$ cat src/bcs_pkg.sv
package bcs_pkg;

  localparam int unsigned OFFSET_BITS = 16;
  localparam int unsigned POS_W       = OFFSET_BITS + 1;
  localparam int unsigned OFF_FIELD_W = 16;

  localparam logic [POS_W-1:0] OFFSET_MAX = POS_W'((64'd1 << OFFSET_BITS) - 64'd1);
  localparam logic [POS_W-1:0] POS_CAP    = POS_W'((64'd1 << OFFSET_BITS) + 64'd1);

  typedef enum logic [0:0] {
    CFG_MODE    = 1'b0,
    CFG_PATTERN = 1'b1
  } cfg_idx_e;

  typedef enum logic [3:0] {
    MODE_ONE         = 4'd0,
    MODE_SET2        = 4'd1,
    MODE_SET3        = 4'd2,
    MODE_SET4        = 4'd3,
    MODE_SET5        = 4'd4,
    MODE_SET6        = 4'd5,
    MODE_SET7        = 4'd6,
    MODE_SET8        = 4'd7,
    MODE_PAIR        = 4'd8,
    MODE_PAIR_SET2   = 4'd9,
    MODE_PAIR_SET3   = 4'd10,
    MODE_PAIR_SET4   = 4'd11,
    MODE_RANGE       = 4'd12,
    MODE_RANGE_PAIR  = 4'd13,
    MODE_TRIPLET     = 4'd14,
    MODE_TRIPLET_SET = 4'd15
  } mode_e;

  typedef enum logic [1:0] {
    LEN_ONE   = 2'd1,
    LEN_TWO   = 2'd2,
    LEN_THREE = 2'd3
  } seq_len_e;

  typedef struct packed {
    logic     c1;
    logic     c2;
    logic     c3;
    seq_len_e len;
  } cls_t;

  typedef struct packed {
    logic adv;
    logic first;
    logic last;
  } step_t;

  typedef struct packed {
    logic                   emit;
    logic                   found;
    logic [OFF_FIELD_W-1:0] offset;
  } res_t;

  function automatic logic [7:0] pat(input logic [63:0] p, input logic [2:0] idx);
    return p[idx*8 +: 8];
  endfunction

  function automatic logic in_set(input logic [7:0] x, input logic [63:0] p,
                                  input logic [2:0] start, input logic [3:0] count);
    logic r;
    r = 1'b0;
    for (int i = 0; i < 8; i++) begin
      if ((4'(i) < count) && (x == pat(p, 3'(start + 3'(i))))) r = 1'b1;
    end
    return r;
  endfunction

  function automatic logic in_range(input logic [7:0] x, input logic [63:0] p,
                                    input logic [2:0] lo_idx);
    logic [7:0] lo;
    logic [7:0] hi;
    lo = pat(p, lo_idx);
    hi = pat(p, 3'(lo_idx + 3'd1));
    return (8'(x - lo) <= 8'(hi - lo));
  endfunction

endpackage

$ cat src/bcs_byte_if.sv
interface bcs_byte_if;
  logic       valid;
  logic       ready;
  logic [7:0] data_byte;
  logic       first_of_buffer;
  logic       last_of_buffer;

  modport source (output valid, output data_byte, output first_of_buffer,
                  output last_of_buffer, input ready);
  modport sink (input valid, input data_byte, input first_of_buffer,
                input last_of_buffer, output ready);
endinterface

$ cat src/bcs_result_if.sv
interface bcs_result_if;
  logic                               valid;
  logic                               ready;
  logic                               found;
  logic [bcs_pkg::OFF_FIELD_W-1:0]    match_offset;

  modport source (output valid, output found, output match_offset, input ready);
  modport sink (input valid, input found, input match_offset, output ready);
endinterface

$ cat src/bcs_classify.sv
module bcs_classify (
  input  logic [3:0]    mode_i,
  input  logic [63:0]   pattern_i,
  input  logic [7:0]    byte_i,
  output bcs_pkg::cls_t cls_o
);

  logic [3:0] k;

  assign k = 4'(mode_i - 4'd7);

  always_comb begin
    cls_o = '{c1: 1'b0, c2: 1'b0, c3: 1'b0, len: bcs_pkg::LEN_ONE};
    unique case (bcs_pkg::mode_e'(mode_i)) inside
      bcs_pkg::MODE_ONE, bcs_pkg::MODE_SET2, bcs_pkg::MODE_SET3, bcs_pkg::MODE_SET4,
      bcs_pkg::MODE_SET5, bcs_pkg::MODE_SET6, bcs_pkg::MODE_SET7,
      bcs_pkg::MODE_SET8: begin
        cls_o.c1 = bcs_pkg::in_set(byte_i, pattern_i, 3'd0, 4'(mode_i + 4'd1));
      end
      bcs_pkg::MODE_PAIR: begin
        cls_o.c1  = bcs_pkg::in_set(byte_i, pattern_i, 3'd0, 4'd1);
        cls_o.c2  = bcs_pkg::in_set(byte_i, pattern_i, 3'd1, 4'd1);
        cls_o.len = bcs_pkg::LEN_TWO;
      end
      bcs_pkg::MODE_PAIR_SET2, bcs_pkg::MODE_PAIR_SET3, bcs_pkg::MODE_PAIR_SET4: begin
        cls_o.c1  = bcs_pkg::in_set(byte_i, pattern_i, 3'd0, k);
        cls_o.c2  = bcs_pkg::in_set(byte_i, pattern_i, k[2:0], k);
        cls_o.len = bcs_pkg::LEN_TWO;
      end
      bcs_pkg::MODE_RANGE: begin
        cls_o.c1 = bcs_pkg::in_range(byte_i, pattern_i, 3'd0);
      end
      bcs_pkg::MODE_RANGE_PAIR: begin
        cls_o.c1  = bcs_pkg::in_range(byte_i, pattern_i, 3'd0);
        cls_o.c2  = bcs_pkg::in_range(byte_i, pattern_i, 3'd2);
        cls_o.len = bcs_pkg::LEN_TWO;
      end
      bcs_pkg::MODE_TRIPLET: begin
        cls_o.c1  = bcs_pkg::in_set(byte_i, pattern_i, 3'd0, 4'd1);
        cls_o.c2  = bcs_pkg::in_set(byte_i, pattern_i, 3'd1, 4'd1);
        cls_o.c3  = bcs_pkg::in_set(byte_i, pattern_i, 3'd2, 4'd1);
        cls_o.len = bcs_pkg::LEN_THREE;
      end
      bcs_pkg::MODE_TRIPLET_SET: begin
        cls_o.c1  = bcs_pkg::in_set(byte_i, pattern_i, 3'd0, 4'd2);
        cls_o.c2  = bcs_pkg::in_set(byte_i, pattern_i, 3'd2, 4'd2);
        cls_o.c3  = bcs_pkg::in_set(byte_i, pattern_i, 3'd4, 4'd2);
        cls_o.len = bcs_pkg::LEN_THREE;
      end
      default: begin
        cls_o = '{c1: 1'b0, c2: 1'b0, c3: 1'b0, len: bcs_pkg::LEN_ONE};
      end
    endcase
  end

endmodule

$ cat src/bcs_cell.sv
module bcs_cell (
  input  logic           clk_i,
  input  logic           rst_ni,
  input  bcs_pkg::step_t step_i,
  input  logic           link_i,
  input  logic           class_i,
  output logic           hit_o,
  output logic           link_o
);

  logic hit_q, hit_d;

  assign hit_o = link_i & class_i;

  always_comb begin
    hit_d = hit_q;
    if (step_i.adv) hit_d = step_i.last ? 1'b0 : hit_o;
  end

  always_ff @(posedge clk_i or negedge rst_ni) begin
    if (!rst_ni) begin
      hit_q <= 1'b0;
    end else begin
      hit_q <= hit_d;
    end
  end

  assign link_o = hit_q;

endmodule

$ cat src/bcs_track.sv
module bcs_track (
  input  logic              clk_i,
  input  logic              rst_ni,
  input  bcs_pkg::step_t    step_i,
  input  bcs_pkg::seq_len_e len_i,
  input  logic [2:0]        hits_i,
  output bcs_pkg::res_t     res_o
);

  logic [bcs_pkg::POS_W-1:0]                  pos_q, pos_d;
  logic                                       answered_q, answered_d;
  logic [bcs_pkg::POS_W-1:0]                  cur;
  logic [bcs_pkg::POS_W-1:0]                  back;
  logic [bcs_pkg::POS_W-1:0]                  off;
  logic [bcs_pkg::POS_W+bcs_pkg::OFF_FIELD_W-1:0] off_ext;
  logic                                       answered_eff;
  logic                                       hit;

  assign cur          = step_i.first ? '0 : pos_q;
  assign answered_eff = answered_q & ~step_i.first;
  assign back         = bcs_pkg::POS_W'(len_i) - bcs_pkg::POS_W'(1);

  always_comb begin
    case (len_i)
      bcs_pkg::LEN_TWO:   hit = hits_i[1];
      bcs_pkg::LEN_THREE: hit = hits_i[2];
      default:            hit = hits_i[0];
    endcase
  end

  always_comb begin
    off = (cur >= back) ? cur - back : '0;
    if (off > bcs_pkg::OFFSET_MAX) off = bcs_pkg::OFFSET_MAX;
  end

  assign off_ext = {{bcs_pkg::OFF_FIELD_W{1'b0}}, off};

  always_comb begin
    res_o.emit   = step_i.adv & ~answered_eff & (hit | step_i.last);
    res_o.found  = hit;
    res_o.offset = hit ? off_ext[bcs_pkg::OFF_FIELD_W-1:0] : '0;
  end

  always_comb begin
    pos_d      = pos_q;
    answered_d = answered_q;
    if (step_i.adv) begin
      if (step_i.last) begin
        pos_d      = '0;
        answered_d = 1'b0;
      end else begin
        pos_d      = (cur < bcs_pkg::POS_CAP) ? cur + bcs_pkg::POS_W'(1) : cur;
        answered_d = answered_eff | hit;
      end
    end
  end

  always_ff @(posedge clk_i or negedge rst_ni) begin
    if (!rst_ni) begin
      pos_q      <= '0;
      answered_q <= 1'b0;
    end else begin
      pos_q      <= pos_d;
      answered_q <= answered_d;
    end
  end

endmodule

$ cat src/byte_class_sequence_scanner_core.sv
// Output: a result is registered and appears on the output in the cycle after the byte that causes it.
// Throughput: one byte per cycle; the match history moves one cell along the
// chain per accepted byte and the output register holds one result, so the
// input stalls only while a held result is not taken.
// Reset: mode, pattern bytes, history cells, position and output valid all clear.
module byte_class_sequence_scanner_core (
  input  logic                clk_i,
  input  logic                rst_ni,
  input  logic                cfg_we_i,
  input  logic [0:0]          cfg_index_i,
  input  logic [63:0]         cfg_data_i,
  bcs_byte_if.sink            in_ch,
  bcs_result_if.source        out_ch
);

  logic [3:0]                      mode_q;
  logic [63:0]                     pattern_q;
  logic                            out_valid_q, out_valid_d;
  logic                            found_q;
  logic [bcs_pkg::OFF_FIELD_W-1:0] offset_q;
  bcs_pkg::cls_t                   cls;
  bcs_pkg::step_t                  step;
  bcs_pkg::res_t                   res;
  logic                            hit0, hit1;
  logic                            link0, link1;
  logic                            hit2;

  always_ff @(posedge clk_i or negedge rst_ni) begin
    if (!rst_ni) begin
      mode_q    <= '0;
      pattern_q <= '0;
    end else if (cfg_we_i) begin
      unique case (bcs_pkg::cfg_idx_e'(cfg_index_i))
        bcs_pkg::CFG_MODE:    mode_q    <= cfg_data_i[3:0];
        bcs_pkg::CFG_PATTERN: pattern_q <= cfg_data_i;
        default:              mode_q    <= mode_q;
      endcase
    end
  end

  assign in_ch.ready = ~out_valid_q | out_ch.ready;
  assign step.adv    = in_ch.valid & in_ch.ready;
  assign step.first  = in_ch.first_of_buffer;
  assign step.last   = in_ch.last_of_buffer;

  bcs_classify u_classify (
    .mode_i    (mode_q),
    .pattern_i (pattern_q),
    .byte_i    (in_ch.data_byte),
    .cls_o     (cls)
  );

  bcs_cell u_cell0 (
    .clk_i   (clk_i),
    .rst_ni  (rst_ni),
    .step_i  (step),
    .link_i  (1'b1),
    .class_i (cls.c1),
    .hit_o   (hit0),
    .link_o  (link0)
  );

  bcs_cell u_cell1 (
    .clk_i   (clk_i),
    .rst_ni  (rst_ni),
    .step_i  (step),
    .link_i  (link0 & ~step.first),
    .class_i (cls.c2),
    .hit_o   (hit1),
    .link_o  (link1)
  );

  assign hit2 = link1 & ~step.first & cls.c3;

  bcs_track u_track (
    .clk_i  (clk_i),
    .rst_ni (rst_ni),
    .step_i (step),
    .len_i  (cls.len),
    .hits_i ({hit2, hit1, hit0}),
    .res_o  (res)
  );

  always_comb begin
    out_valid_d = out_valid_q;
    if (res.emit)          out_valid_d = 1'b1;
    else if (out_ch.ready) out_valid_d = 1'b0;
  end

  always_ff @(posedge clk_i or negedge rst_ni) begin
    if (!rst_ni) begin
      out_valid_q <= 1'b0;
    end else begin
      out_valid_q <= out_valid_d;
    end
  end

  always_ff @(posedge clk_i) begin
    if (res.emit) begin
      found_q  <= res.found;
      offset_q <= res.offset;
    end
  end

  assign out_ch.valid        = out_valid_q;
  assign out_ch.found        = found_q;
  assign out_ch.match_offset = offset_q;

endmodule

$ cat src/flat_wrapper.sv
// flat-port wrapper written by rule: the top's interface ports become plain ports
module byte_class_sequence_scanner_core_flat 
  (clk_i, rst_ni, cfg_we_i, cfg_index_i, cfg_data_i, in_ch_valid, in_ch_data_byte, in_ch_first_of_buffer, in_ch_last_of_buffer, in_ch_ready, out_ch_valid, out_ch_found, out_ch_match_offset, out_ch_ready);
  bcs_byte_if in_ch_i ();
  bcs_result_if out_ch_i ();
  input  logic clk_i;
  input  logic rst_ni;
  input  logic cfg_we_i;
  input  logic [0:0] cfg_index_i;
  input  logic [63:0] cfg_data_i;
  input wire logic [$bits(in_ch_i.valid)-1:0] in_ch_valid;
  input wire logic [$bits(in_ch_i.data_byte)-1:0] in_ch_data_byte;
  input wire logic [$bits(in_ch_i.first_of_buffer)-1:0] in_ch_first_of_buffer;
  input wire logic [$bits(in_ch_i.last_of_buffer)-1:0] in_ch_last_of_buffer;
  output wire logic [$bits(in_ch_i.ready)-1:0] in_ch_ready;
  output wire logic [$bits(out_ch_i.valid)-1:0] out_ch_valid;
  output wire logic [$bits(out_ch_i.found)-1:0] out_ch_found;
  output wire logic [$bits(out_ch_i.match_offset)-1:0] out_ch_match_offset;
  input wire logic [$bits(out_ch_i.ready)-1:0] out_ch_ready;
  assign in_ch_i.valid = in_ch_valid;
  assign in_ch_i.data_byte = in_ch_data_byte;
  assign in_ch_i.first_of_buffer = in_ch_first_of_buffer;
  assign in_ch_i.last_of_buffer = in_ch_last_of_buffer;
  assign in_ch_ready = in_ch_i.ready;
  assign out_ch_valid = out_ch_i.valid;
  assign out_ch_found = out_ch_i.found;
  assign out_ch_match_offset = out_ch_i.match_offset;
  assign out_ch_i.ready = out_ch_ready;
  byte_class_sequence_scanner_core u_core (.clk_i(clk_i), .rst_ni(rst_ni), .cfg_we_i(cfg_we_i), .cfg_index_i(cfg_index_i), .cfg_data_i(cfg_data_i), .in_ch(in_ch_i), .out_ch(out_ch_i));
endmodule
$ cat config.mk
export PLATFORM = sky130hd
export DESIGN_NAME = byte_class_sequence_scanner_core_flat
export DESIGN_NICKNAME = d
export VERILOG_FILES = /design/src/bcs_pkg.sv /design/src/bcs_byte_if.sv /design/src/bcs_result_if.sv /design/src/bcs_classify.sv /design/src/bcs_cell.sv /design/src/bcs_track.sv /design/src/byte_class_sequence_scanner_core.sv /design/src/flat_wrapper.sv
export SDC_FILE = /design/constraint.sdc
export NUM_CORES = 1
export LEC_CHECK = 0
export BUFFER_PORTS_ARGS = -buffer_cell sky130_fd_sc_hd__buf_4
export CORE_UTILIZATION = 68
export CTS_BUF_LIST = sky130_fd_sc_hd__clkbuf_8
export DETAILED_ROUTE_END_ITERATION = 8
export HOLD_SLACK_MARGIN = 0.02
export PLACE_DENSITY_LB_ADDON = 0.3
export SLEW_MARGIN = 20
export SYNTH_ARGS = -nofsm -noshare
export SYNTH_HDL_FRONTEND = slang
export SYNTH_SLANG_ARGS = --single-unit
$ cat constraint.sdc
create_clock -name clk_i -period 7.85 [get_ports clk_i]
set_clock_uncertainty 0.15 [all_clocks]
set_input_delay 0.785 -clock clk_i [delete_from_list [all_inputs] [get_ports clk_i]]
set_output_delay 0.785 -clock clk_i [all_outputs]
set_load 0.02 [all_outputs]
==> run metrics <==
status=completed; number of DRC markers in iteration 0=976; CTS root buf=sky130_fd_sc_hd__clkbuf_8; syn_area_per_cell=9.98 µm²; number of synthesized flops with an enable pin=17; Placer Congestion=1.04; unrepaired setup endpoints after global routing=no; top-area cell type share of the netlist area=20.0%; Place WS=2.28 ns; number of register bits inferred by synthesis=106; vias per std cell=6.98; synthesized instance count=1115; largest driver fanout on the critical path=19; Post-synth top cells=sky130_fd_sc_hd__xnor2_1 (126), sky130_fd_sc_hd__dfrtp_1 (89), sky130_fd_sc_hd__o21ai_0 (74), sky130_fd_sc_hd__mux4_2 (67); starting utilization of the core area=69.8%; area growth from synthesis to layout=7.98%; Diodes inserted=0; share of the yosys chip area belonging to registers=24.6%; count of synthesis-stage warnings from yosys=0; Pleak=4.86 nW; HPWL reported at the end of detailed placement=24.2 mm; largest vdd supply drop=167 µV; Row Count=46; final instance area=12000 µm²; number of sinks on the clock net=106; delay contributed by the slowest stage of the critical path=0.74 ns; Critical Path Source Type=flop; CP Data Arrival Time=5.69 ns; Data required, critical path=7.85 ns; fraction of the cycle the final worst path needs=72.4%; wire length reported by the detailed router=32.6 mm; die height=130 µm; crit path setup slack, layout=2.17 ns; number of library cell types mapped by synthesis=76; routed length per instance=23.6 µm; cell count after placement=1363; final global-route overflow total=0; share of flip-flops with an asynchronous set or reset after synthesis=84.0%; post-CTS setup buffer count=0; share of layout cells above drive strength 1=23.8%; DRC Markers=0; instance area after placement=11800 µm²; Tightest Hold Check Type=in -> async; via count of the first global-routing pass=9356; Final ANT Viol Nets=0; Top FF cell, synth=sky130_fd_sc_hd__dfrtp_1; Tot Pwr=2.75 mW; CTS tree=done; most used cell, CP=sky130_fd_sc_hd__buf_4; total routing usage reported by global routing=40.3%; mapped cell area=11100 µm²; Boundary Pins=99; most common cell in the netlist=sky130_fd_sc_hd__xnor2_1; total nets after synthesis=1250; cell with the largest stage delay on the worst path=sky130_fd_sc_hd__a211oi_4; type of the setup path with the least slack=reg -> reg; leading post-synthesis cells by cell area=sky130_fd_sc_hd__dfrtp_1 (20%), sky130_fd_sc_hd__mux4_2 (14%), sky130_fd_sc_hd__xnor2_1 (9.9%); Die X-Extent=130 µm; total of max-cap violations=0; count of buffering cells on the critical path with inverters included=3; Worst-Margin Slew=0.852 ns; global-route wire length before repair=50.8 mm; NumNets Final=1294; final non-filler cell total=1380; maximum count of clock buffers along a single path=2; clock slew at reported path FFs=0.12 ns; pin count of the biggest net entering global routing=72; Core Box Area=15900 µm²; DR pass1 iterations=6; area leader, netlist=sky130_fd_sc_hd__dfrtp_1; Clock Latency Late Sink=0.42 ns; vias after detailed routing=9639; max-slew violations=0; cells along the critical path=inv_1 -> ha_1 -> or2_1 -> buf_4 -> mux4_1 -> mux2i_1 -> xor2_1 -> and3_1 -> a31oi_1 -> nand4_2 -> a211oi_4 -> a221oi_2 -> buf_4; post-cts gate resize count=0; Port Buffers=98; power per cell area=229 nW/µm²; endpoints failing hold=0; fill cell instance count of the final layout=1123; number of hold buffers added after cts=0; relative max-transition margin=43.0%; total CTS buffers=9; setup TNS after final layout=0 ns; Largest delay share family, worst path=simple AND/OR/NAND/NOR gates; Highest Clock Rate=0.176 GHz; Period minus WS final=5.68 ns; initial antenna violation count=0; full die area=16900 µm²; H-tree Lvls=3; final setup vio count=0; Critical Path End Type=flop
==> through the flow <==
stage	utilization [%]	hold slack, ns
floorplan	-	0.292
global placement	73.8	0.330
detailed placement	73.8	0.336
CTS	75.2	0.222
global route	75.4	0.255
finish	75.4	0.228
==> layer usage <==
| metal | routed length (µm) | track usage [%] | up-vias |
|---|---|---|---|
| met5 | 0 | 0 | - |
| met4 | 2280 | 26.5 | 0 |
| met3 | 3510 | 10.0 | 179 |
| met2 | 14700 | 62.9 | 677 |
| met1 | 12100 | 50.1 | 4585 |
| li1 | - | - | 4198 |
==> where the power goes <==
group | total, mW | switching (mW) | internal [mW]
clock | 0.371 | 0.236 | 0.135
sequential | 0.786 | 0.162 | 0.624
combinational | 1.59 | 0.816 | 0.775
==> state kept, by name (all words and copies together), names as in the netlist <==
signal                      cells
u_core.pattern_q               64
u_core.u_track.pos_q           17
u_core.out_ch.match_offset     16
u_core.mode_q                   4
u_core.out_ch.found             1
u_core.out_ch.valid             1
u_core.u_cell0.link_o           1
u_core.u_cell1.link_o           1
u_core.u_track.answered_q       1
==> cell usage in the layout, fill, tap and decap left out, types with 4 or more instances in the layout <==
cell type                   netlist  routed
sky130_fd_sc_hd__a31oi_1         11      11
sky130_fd_sc_hd__nand2_1         61      60
sky130_fd_sc_hd__mux2_2          65      65
sky130_fd_sc_hd__a21o_1          14      14
sky130_fd_sc_hd__a22oi_1          4       4
sky130_fd_sc_hd__xor2_1          29      29
sky130_fd_sc_hd__mux4_2          67      67
sky130_fd_sc_hd__o21bai_1         7       7
sky130_fd_sc_hd__nand3_1         20      20
sky130_fd_sc_hd__nor3_1          25      25
sky130_fd_sc_hd__edfxtp_1        17      17
sky130_fd_sc_hd__and3_1           4       4
sky130_fd_sc_hd__a32oi_1          5       5
sky130_fd_sc_hd__dfrtp_1         89      88
sky130_fd_sc_hd__xnor2_1        126     126
sky130_fd_sc_hd__a21oi_1         44      44
sky130_fd_sc_hd__nor2_1          65      65
sky130_fd_sc_hd__and2_1           6       6
sky130_fd_sc_hd__a2111oi_0        6       6
sky130_fd_sc_hd__buf_4           10     106
sky130_fd_sc_hd__nand4_1         29      29
sky130_fd_sc_hd__mux2i_1         55      55
sky130_fd_sc_hd__fa_1             5       5
sky130_fd_sc_hd__inv_1           47      47
sky130_fd_sc_hd__nand2b_1        10      10
sky130_fd_sc_hd__o31ai_1          4       4
sky130_fd_sc_hd__a211oi_1         5       5
sky130_fd_sc_hd__clkbuf_8         0       9
sky130_fd_sc_hd__nor4_1           5       5
sky130_fd_sc_hd__nor2b_1         21      21
sky130_fd_sc_hd__o22ai_1          4       4
sky130_fd_sc_hd__ha_1            50      49
sky130_fd_sc_hd__o21ai_0         74      74
==> path summary, 6_finish.rpt <==
kind	slack [ns]	start	cells past startpoint	to
max in group asynchronous	6.31	rst_ni	2	u_core.pattern_q[53]
hold / removal	0.23	rst_ni	1	u_core.out_ch.valid
setup / recovery	2.17	u_core.mode_q[0]	13	u_core.out_ch.match_offset[7]
min in group clk_i	0.37	u_core.u_cell1.link_o	2	u_core.u_cell1.link_o
hold reg to reg	0.37	u_core.u_cell1.link_o	2	u_core.u_cell1.link_o
setup reg to reg	2.17	u_core.mode_q[0]	13	u_core.out_ch.match_offset[7]
==> layout make-up <==
class / count / area [µm²] / share of cell area (%)
repair buffers: 107 / 823 / 6.85
clock buffers: 9 / 124 / 1.03
well taps: 216 / 270 / 2.25
clock inverters: 7 / 96.3 / 0.802
flip-flops and latches: 106 / 2740 / 22.8
inverters: 51 / 191 / 1.59
multi-input cells: 884 / 7770 / 64.7
==> cells by family (layout without fill, tap and decap cells) <==
logic type | Yosys count | in the layout | share of synthesized area [%]
and+or+nand+nor | 264 | 264 | 12.0
AOI/OAI and AO/OA | 215 | 215 | 12.3
muxes | 190 | 190 | 25.8
xor gates and xnor gates | 160 | 160 | 13.1
buffers and inverters | 125 | 174 | 5.68
DFF | 106 | 106 | 24.6
adders and majority gates | 55 | 55 | 6.52
No activity file was read; power rests on OpenSTA's default activity.
